===== src/design/uks_pkg.sv =====
package uks_pkg;

    localparam int KEY_W   = 32;
    localparam int VAL_W   = 32;
    localparam int COUNT_W = 5;
    localparam int MODE_W  = 2;

    localparam logic [MODE_W-1:0] MODE_PUSH  = 2'd0;
    localparam logic [MODE_W-1:0] MODE_POP   = 2'd1;
    localparam logic [MODE_W-1:0] MODE_QUERY = 2'd2;

    typedef enum logic [1:0] {
        ST_OK    = 2'd0,
        ST_DUP   = 2'd1,
        ST_EMPTY = 2'd2,
        ST_FULL  = 2'd3
    } status_t;

    typedef enum logic [2:0] {
        S_IDLE,
        S_SCAN,
        S_TOP_RD,
        S_TOP_CAP,
        S_DONE
    } ctrl_state_t;

    typedef struct packed {
        status_t            status;
        logic [KEY_W-1:0]   key;
        logic [VAL_W-1:0]   value;
        logic [COUNT_W-1:0] count;
        logic               empty;
    } res_t;

endpackage


===== src/design/uks_ram.sv =====
module uks_ram #(
    parameter int DEPTH = 16,
    parameter int WIDTH = 64,
    localparam int ADDR_W = (DEPTH > 1) ? $clog2(DEPTH) : 1
) (
    input  logic              clk,
    input  logic              rd_en,
    input  logic [ADDR_W-1:0] rd_addr,
    output logic [WIDTH-1:0]  rd_data,
    input  logic              wr_en,
    input  logic [ADDR_W-1:0] wr_addr,
    input  logic [WIDTH-1:0]  wr_data
);

    logic [WIDTH-1:0] mem [DEPTH];

    always_ff @(posedge clk)
    begin
        if (wr_en)
        begin
            mem[wr_addr] <= wr_data;
        end
    end

    always_ff @(posedge clk)
    begin
        if (rd_en)
        begin
            rd_data <= mem[rd_addr];
        end
    end

endmodule


===== src/design/uks_ctrl.sv =====
module uks_ctrl
    import uks_pkg::*;
#(
    parameter int DEPTH = 16,
    localparam int ADDR_W = (DEPTH > 1) ? $clog2(DEPTH) : 1,
    localparam int CNT_W  = $clog2(DEPTH + 1)
) (
    input  logic                     clk,
    input  logic                     rst_n,
    input  logic                     in_valid,
    output logic                     in_ready,
    input  logic [MODE_W-1:0]        mode,
    input  logic [KEY_W-1:0]         key,
    input  logic [VAL_W-1:0]         value,
    output logic                     res_valid,
    input  logic                     res_take,
    output res_t                     res,
    output logic                     rd_en,
    output logic [ADDR_W-1:0]        rd_addr,
    input  logic [KEY_W+VAL_W-1:0]   rd_data,
    output logic                     wr_en,
    output logic [ADDR_W-1:0]        wr_addr,
    output logic [KEY_W+VAL_W-1:0]   wr_data
);

    ctrl_state_t         state_reg, state_next;
    logic [CNT_W-1:0]    fill_reg, fill_next;
    logic [CNT_W-1:0]    left_reg, left_next;
    logic [ADDR_W-1:0]   idx_reg, idx_next;
    logic                pend_reg, pend_next;
    logic                first_reg, first_next;
    logic [MODE_W-1:0]   mode_reg, mode_next;
    logic [KEY_W-1:0]    key_reg, key_next;
    logic [VAL_W-1:0]    value_reg, value_next;
    status_t             st_reg, st_next;
    logic [KEY_W-1:0]    rkey_reg, rkey_next;
    logic [VAL_W-1:0]    rval_reg, rval_next;

    logic [CNT_W-1:0]    fill_m1;
    logic                full;
    logic [KEY_W-1:0]    rd_key;
    logic [VAL_W-1:0]    rd_val;
    logic [CNT_W+COUNT_W-1:0] fill_ext;

    assign fill_m1  = fill_reg - 1'b1;
    assign full     = (fill_reg == CNT_W'(DEPTH));
    assign rd_key   = rd_data[KEY_W+VAL_W-1:VAL_W];
    assign rd_val   = rd_data[VAL_W-1:0];
    assign fill_ext = {{COUNT_W{1'b0}}, fill_reg};

    // result fields; count is the fill level cut to the field width
    assign res.status = st_reg;
    assign res.key    = rkey_reg;
    assign res.value  = rval_reg;
    assign res.count  = fill_ext[COUNT_W-1:0];
    assign res.empty  = (fill_reg == '0);

    always_ff @(posedge clk or negedge rst_n)
    begin
        if (!rst_n)
        begin
            state_reg <= S_IDLE;
            fill_reg  <= '0;
            left_reg  <= '0;
            idx_reg   <= '0;
            pend_reg  <= 1'b0;
            first_reg <= 1'b0;
        end
        else
        begin
            state_reg <= state_next;
            fill_reg  <= fill_next;
            left_reg  <= left_next;
            idx_reg   <= idx_next;
            pend_reg  <= pend_next;
            first_reg <= first_next;
        end
    end

    always_ff @(posedge clk)
    begin
        mode_reg  <= mode_next;
        key_reg   <= key_next;
        value_reg <= value_next;
        st_reg    <= st_next;
        rkey_reg  <= rkey_next;
        rval_reg  <= rval_next;
    end

    always_comb
    begin
        state_next = state_reg;
        fill_next  = fill_reg;
        left_next  = left_reg;
        idx_next   = idx_reg;
        pend_next  = 1'b0;
        first_next = first_reg;
        mode_next  = mode_reg;
        key_next   = key_reg;
        value_next = value_reg;
        st_next    = st_reg;
        rkey_next  = rkey_reg;
        rval_next  = rval_reg;
        in_ready   = 1'b0;
        res_valid  = 1'b0;
        rd_en      = 1'b0;
        rd_addr    = idx_reg;
        wr_en      = 1'b0;
        wr_addr    = fill_reg[ADDR_W-1:0];
        wr_data    = {key_reg, value_reg};

        case (state_reg)
            S_IDLE:
            begin
                in_ready = 1'b1;
                if (in_valid)
                begin
                    mode_next  = mode;
                    key_next   = key;
                    value_next = value;
                    if (mode == MODE_PUSH)
                    begin
                        if (full)
                        begin
                            st_next    = ST_FULL;
                            state_next = S_TOP_RD;
                        end
                        else
                        begin
                            // scan from the top down; first word back is the top
                            st_next    = ST_OK;
                            left_next  = fill_reg;
                            idx_next   = fill_m1[ADDR_W-1:0];
                            first_next = 1'b1;
                            state_next = S_SCAN;
                        end
                    end
                    else if (fill_reg == '0)
                    begin
                        st_next    = ST_EMPTY;
                        rkey_next  = '0;
                        rval_next  = '0;
                        state_next = S_DONE;
                    end
                    else
                    begin
                        st_next    = ST_OK;
                        state_next = S_TOP_RD;
                    end
                end
            end

            S_SCAN:
            begin
                rd_en = (left_reg != '0);
                if (rd_en)
                begin
                    idx_next  = idx_reg - 1'b1;
                    left_next = left_reg - 1'b1;
                end
                pend_next = rd_en;
                if (pend_reg)
                begin
                    first_next = 1'b0;
                    if (first_reg)
                    begin
                        rkey_next = rd_key;
                        rval_next = rd_val;
                    end
                end
                if (pend_reg && (rd_key == key_reg))
                begin
                    st_next    = ST_DUP;
                    pend_next  = 1'b0;
                    state_next = S_DONE;
                end
                else if (!pend_reg && (left_reg == '0))
                begin
                    // no match anywhere: the new pair goes on top
                    wr_en      = 1'b1;
                    fill_next  = fill_reg + 1'b1;
                    rkey_next  = key_reg;
                    rval_next  = value_reg;
                    state_next = S_DONE;
                end
            end

            S_TOP_RD:
            begin
                rd_en      = 1'b1;
                rd_addr    = fill_m1[ADDR_W-1:0];
                state_next = S_TOP_CAP;
            end

            S_TOP_CAP:
            begin
                rkey_next = rd_key;
                rval_next = rd_val;
                if (mode_reg == MODE_POP)
                begin
                    fill_next = fill_m1;
                end
                state_next = S_DONE;
            end

            S_DONE:
            begin
                res_valid = 1'b1;
                if (res_take)
                begin
                    state_next = S_IDLE;
                end
            end

            default:
            begin
                state_next = S_IDLE;
            end
        endcase
    end

endmodule


===== src/design/unique_key_stack.sv =====
// Bounded LIFO of key/value pairs with unique keys.
//
// Request channel (in_valid/in_ready) carries mode, key and value:
// push, pop, or query (an unused mode code acts as a query). Every request
// gives exactly one response on the out_valid/out_ready channel: status,
// a pair, entry_count and is_empty.
//
// Pairs live in one synchronous RAM, DEPTH words of key and value. A push
// reads every held key, top first, one RAM read a cycle, and stops early on
// a match; a push that passes writes the new pair above the old top.
// A push with no match scans all held pairs, then writes and reports; a
// pop, query or full push reads the top word (S_TOP_RD, S_TOP_CAP) before
// reporting; a pop or query on an empty stack goes straight to its response.
// The response is registered in the output slot. One request is in work at
// a time; the next is taken in the cycle after the response is loaded.
// Reads and writes to the RAM never overlap: the write happens only after
// the scan has drained, so no forwarding is needed.
// Reset empties the stack at once (fill level cleared, no RAM sweep).
// A response waits in the output register while the receiver stalls; the
// next request is still accepted and worked on, and waits for that slot.
module unique_key_stack
    import uks_pkg::*;
#(
    parameter int DEPTH = 16
) (
    input  logic                     clk,
    input  logic                     rst_n,
    input  logic                     in_valid,
    output logic                     in_ready,
    input  logic [MODE_W-1:0]        mode,
    input  logic signed [KEY_W-1:0]  key,
    input  logic signed [VAL_W-1:0]  value,
    output logic                     out_valid,
    input  logic                     out_ready,
    output logic [1:0]               status,
    output logic signed [KEY_W-1:0]  out_key,
    output logic signed [VAL_W-1:0]  out_value,
    output logic [COUNT_W-1:0]       entry_count,
    output logic                     is_empty
);

    localparam int ADDR_W = (DEPTH > 1) ? $clog2(DEPTH) : 1;
    localparam int WORD_W = KEY_W + VAL_W;

    logic              rd_en;
    logic [ADDR_W-1:0] rd_addr;
    logic [WORD_W-1:0] rd_data;
    logic              wr_en;
    logic [ADDR_W-1:0] wr_addr;
    logic [WORD_W-1:0] wr_data;

    logic res_valid;
    logic res_take;
    res_t res;

    logic out_valid_reg, out_valid_next;
    res_t out_res_reg;

    // pair store: {key, value} per word
    uks_ram #(
        .DEPTH (DEPTH),
        .WIDTH (WORD_W)
    ) u_ram (
        .clk     (clk),
        .rd_en   (rd_en),
        .rd_addr (rd_addr),
        .rd_data (rd_data),
        .wr_en   (wr_en),
        .wr_addr (wr_addr),
        .wr_data (wr_data)
    );

    // sequencer: fill level, scan, top read
    uks_ctrl #(
        .DEPTH (DEPTH)
    ) u_ctrl (
        .clk       (clk),
        .rst_n     (rst_n),
        .in_valid  (in_valid),
        .in_ready  (in_ready),
        .mode      (mode),
        .key       (key),
        .value     (value),
        .res_valid (res_valid),
        .res_take  (res_take),
        .res       (res),
        .rd_en     (rd_en),
        .rd_addr   (rd_addr),
        .rd_data   (rd_data),
        .wr_en     (wr_en),
        .wr_addr   (wr_addr),
        .wr_data   (wr_data)
    );

    // output slot: loads when empty or being drained this cycle
    assign res_take       = res_valid && (!out_valid_reg || out_ready);
    assign out_valid_next = res_take || (out_valid_reg && !out_ready);

    always_ff @(posedge clk or negedge rst_n)
    begin
        if (!rst_n)
        begin
            out_valid_reg <= 1'b0;
        end
        else
        begin
            out_valid_reg <= out_valid_next;
        end
    end

    always_ff @(posedge clk)
    begin
        if (res_take)
        begin
            out_res_reg <= res;
        end
    end

    assign out_valid   = out_valid_reg;
    assign status      = out_res_reg.status;
    assign out_key     = out_res_reg.key;
    assign out_value   = out_res_reg.value;
    assign entry_count = out_res_reg.count;
    assign is_empty    = out_res_reg.empty;

endmodule


===== config.mk =====
export PLATFORM = sky130hd
export DESIGN_NAME = unique_key_stack
export DESIGN_NICKNAME = d
export VERILOG_FILES = /design/src/design/uks_pkg.sv /design/src/design/uks_ram.sv /design/src/design/uks_ctrl.sv /design/src/design/unique_key_stack.sv
export SDC_FILE = /design/constraint.sdc
export NUM_CORES = 2
export LEC_CHECK = 0
export BUFFER_PORTS_ARGS = -buffer_cell sky130_fd_sc_hd__buf_2
export CORE_AREA = 3 3 335 337
export CTS_CLUSTER_DIAMETER = 50
export CTS_CLUSTER_SIZE = 20
export DETAILED_ROUTE_END_ITERATION = 6
export DIE_AREA = 0 0 338 340
export SLEW_MARGIN = 20
export SYNTH_ARGS = -nofsm -noshare
export SYNTH_HDL_FRONTEND = slang
export SYNTH_HIERARCHICAL = 1
export SYNTH_SLANG_ARGS = --single-unit

===== constraint.sdc =====
create_clock -name clk -period 7.1 [get_ports clk]
set_clock_uncertainty 0.05 [all_clocks]
set_input_delay 0.355 -clock clk [delete_from_list [all_inputs] [get_ports clk]]
set_output_delay 0.355 -clock clk [all_outputs]
set_load 0.01 [all_outputs]

==> flow_summary.json <==
{
  "numPlacedInstances": 3765,
  "synth.avg_cell_area_sq_um": 22.3,
  "preCtsSetupSlack_ns": 3.01,
  "synthCells": 2205,
  "relSlewSlack_pct": 22.4,
  "largest_register_ffs": 1024,
  "coreArea_sq_mm": 0.109,
  "cts_made_buffers": 120,
  "multi_input_area_sq_mm": 0.00906,
  "crit_top_cell": "buf_4",
  "htreeDepth": 3,
  "rr_startpoint": "u_ctrl/state_reg[1]",
  "final_common_cell": "edfxtp_1",
  "rrSetupSlack_ns": 3.13,
  "crit_fanout": 91,
  "ctsRootBufferMaster": "clkbuf_16",
  "synth_async_sr_flop_share_pct": 1.52,
  "cts.sinks": 1312,
  "wl_per_cell_um": 27.9,
  "r2r_cells": 10,
  "arrival_ns": 4.37,
  "synth_cell_type_count": 49,
  "end_kind": "register",
  "port_buffers": 143,
  "syn_area_sq_mm": 0.0491,
  "rr_endpoint": "u_ram/rd_data[61]",
  "worst_slack_ns": 3.13,
  "die_h_um": 340,
  "whs_ns": 0.116,
  "vias": 23500,
  "cp_cell_sequence": "inv_1 -> nor3_1 -> buf_4 -> nor2_1 -> a21oi_4 -> buf_12 -> buf_4 -> mux4_2 -> a22oi_1 -> nand2_1",
  "critical_path_class": "reg -> reg",
  "slowest_stage": "buf_4",
  "fill_cells": 8499,
  "crit_family": "buffers and inverters",
  "gr-total-overflow": 0,
  "ys_ff_latch": 1312,
  "clkLatencyLatePin_ns": 0.72,
  "cts_resized": 0,
  "ir_worst_vdd_mv": 0.402,
  "maxCapViolCount": 0,
  "first_pass_iters": 6,
  "antenna_found_initial": 1,
  "cts.clk_slew.worst_paths_ns": 0.07,
  "grt_pass1_vias": 24500,
  "clockBufferDepth": 3,
  "ioPinCount": 144,
  "most-common-layout-cells": "edfxtp_1, mux4_2, buf_2",
  "grt_pass1_wl_um": 167000,
  "start_util_pct": 45.0,
  "grt_util_all_layers_pct": 19.8,
  "cts_tree": "built",
  "gp_congestion": 0.768,
  "tightest_slew_ns": 1.16,
  "fin_util_pct": 52.0,
  "antennaDiodeCount": 0,
  "finalNonFillerCells": 4060,
  "via_per_inst": 5.79,
  "fmax_mhz": 252,
  "fin_crit_ns": 3.97,
  "finalSetupViolations": 0,
  "antenna_left": 0,
  "die_width_um": 338,
  "post-route-drc-count": 0,
  "period_share_pct": 55.9,
  "nets": 2556,
  "wirelength_um": 113000,
  "regMostFlops": "u_ram/mem",
  "drt_iter0_markers": 2632,
  "cpPeakStageDelay_ns": 0.71,
  "synth_edf_count": 1292,
  "required_ns": 7.50,
  "synthFlopType": "edfxtp_1",
  "rsz0062_at_grt": "no",
  "seq_area_sq_mm": 0.0393,
  "maxSlewViolCount": 0,
  "critPathBufInv": 4,
  "top_regs": "u_ram/mem: 1024 flops, u_ram/rd_data: 64 flops",
  "p_leak_nw": 18.7,
  "die_area_sq_mm": 0.115,
  "outcome": "complete, no violations",
  "fin_setup_tns_ns": 0,
  "ys_seq_area_share_pct": 80.1,
  "p_per_area_mw_per_mm2": 400,
  "syn_nets": 2281,
  "area_growth_pct": 15.6,
  "cp-start-kind": "register",
  "hold_viol_final": 0,
  "post-dp-hpwl_um": 60800,
  "grt_max_degree": 97,
  "hold_class": "in -> async",
  "drive_gt1_share_pct": 27.9,
  "yosys_warnings": 6,
  "rows": 121
}
[logic make-up after synthesis]
logic type	after synthesis	share of synthesized area (%)
DFF	1312	80.1
muxes	257	11.8
xor gates and xnor gates	40	0.714
adders and majority gates	6	0.153
AOI/OAI and AO/OA	233	3.79
buffers and inverters	191	1.87
and+or+nand+nor	166	1.63
[worst max path at each step]
stage / from / end / slack [ns] / depth (start not counted)
global placement: u_ctrl/state_reg[1] / u_ram/rd_data[61] / 3.07 / 10
detailed placement: u_ctrl/state_reg[1] / u_ram/rd_data[61] / 3.01 / 10
CTS: u_ctrl/state_reg[1] / u_ram/rd_data[61] / 3.02 / 10
global route: u_ctrl/state_reg[1] / u_ram/rd_data[61] / 2.79 / 10
finish: u_ctrl/state_reg[1] / u_ram/rd_data[61] / 3.13 / 10
floorplan: u_ctrl/left_reg[0] / u_ram/mem[0][0] / 0.03 / 8
[synth_stat cells, types with 3 or more instances]
library cell	n	area share, %
nor3_1	12	0.12
dfrtp_1	20	1.0
o21ai_0	12	0.12
buf_2	27	0.28
buf_4	12	0.18
xnor2_1	22	0.39
nand3_1	9	0.092
nand2b_1	6	0.076
mux4_2	256	12
ha_1	6	0.15
a21oi_1	12	0.12
xor2_1	18	0.32
nor4_1	5	0.064
nor3b_1	3	0.046
a22oi_1	131	2.0
buf_6	16	0.37
nand4_1	7	0.089
edfxtp_1	1292	79
inv_1	74	0.57
nand2_1	81	0.62
nand3b_1	3	0.046
and2_1	4	0.051
nor2_1	23	0.18
a222oi_1	64	1.3
buf_1	14	0.11
clkbuf_1	48	0.37
[cell type report]
| class | instances | area share [%] |
|---|---|---|
| repair buffers | 270 | 3.48 |
| multi-input cells | 702 | 16.0 |
| clock inverters | 104 | 2.16 |
| inverters | 74 | 0.490 |
| clock buffers | 122 | 5.38 |
| well taps | 1476 | 3.26 |
| flip-flops and latches | 1312 | 69.3 |
[layer usage]
layer | wire [um] | share of wire (%) | global-route usage [%]
met5 | 0 | 0 | 0
met4 | 2280 | 2.0 | 5.03
met3 | 7560 | 6.7 | 2.94
met2 | 54500 | 48 | 31.6
met1 | 48700 | 43 | 28.9
[repair_timing]
item	CTS	global route
setup buffers	0	0
hold buffers	69	0
endpoints found under the hold margin	89	0
[where the power goes]
group          total, mW  internal [mW]  switching [mW]
logic               5.36           2.22            3.14
clock network       6.81           3.62            3.19
registers           10.5           9.79           0.752
total               22.7           15.6            7.08
[through the flow]
| stage | total power, mW | cell area (sq um) |
|---|---|---|
| after detailed placement | 16.1 | 51800 |
| after global routing | 23.7 | 56700 |
| after global placement | 16.0 | 51600 |
| final | 22.7 | 56700 |
| after CTS | 23.0 | 56700 |
| after floorplan | 14.2 | 49100 |
Power figures use the tool's default switching activity.
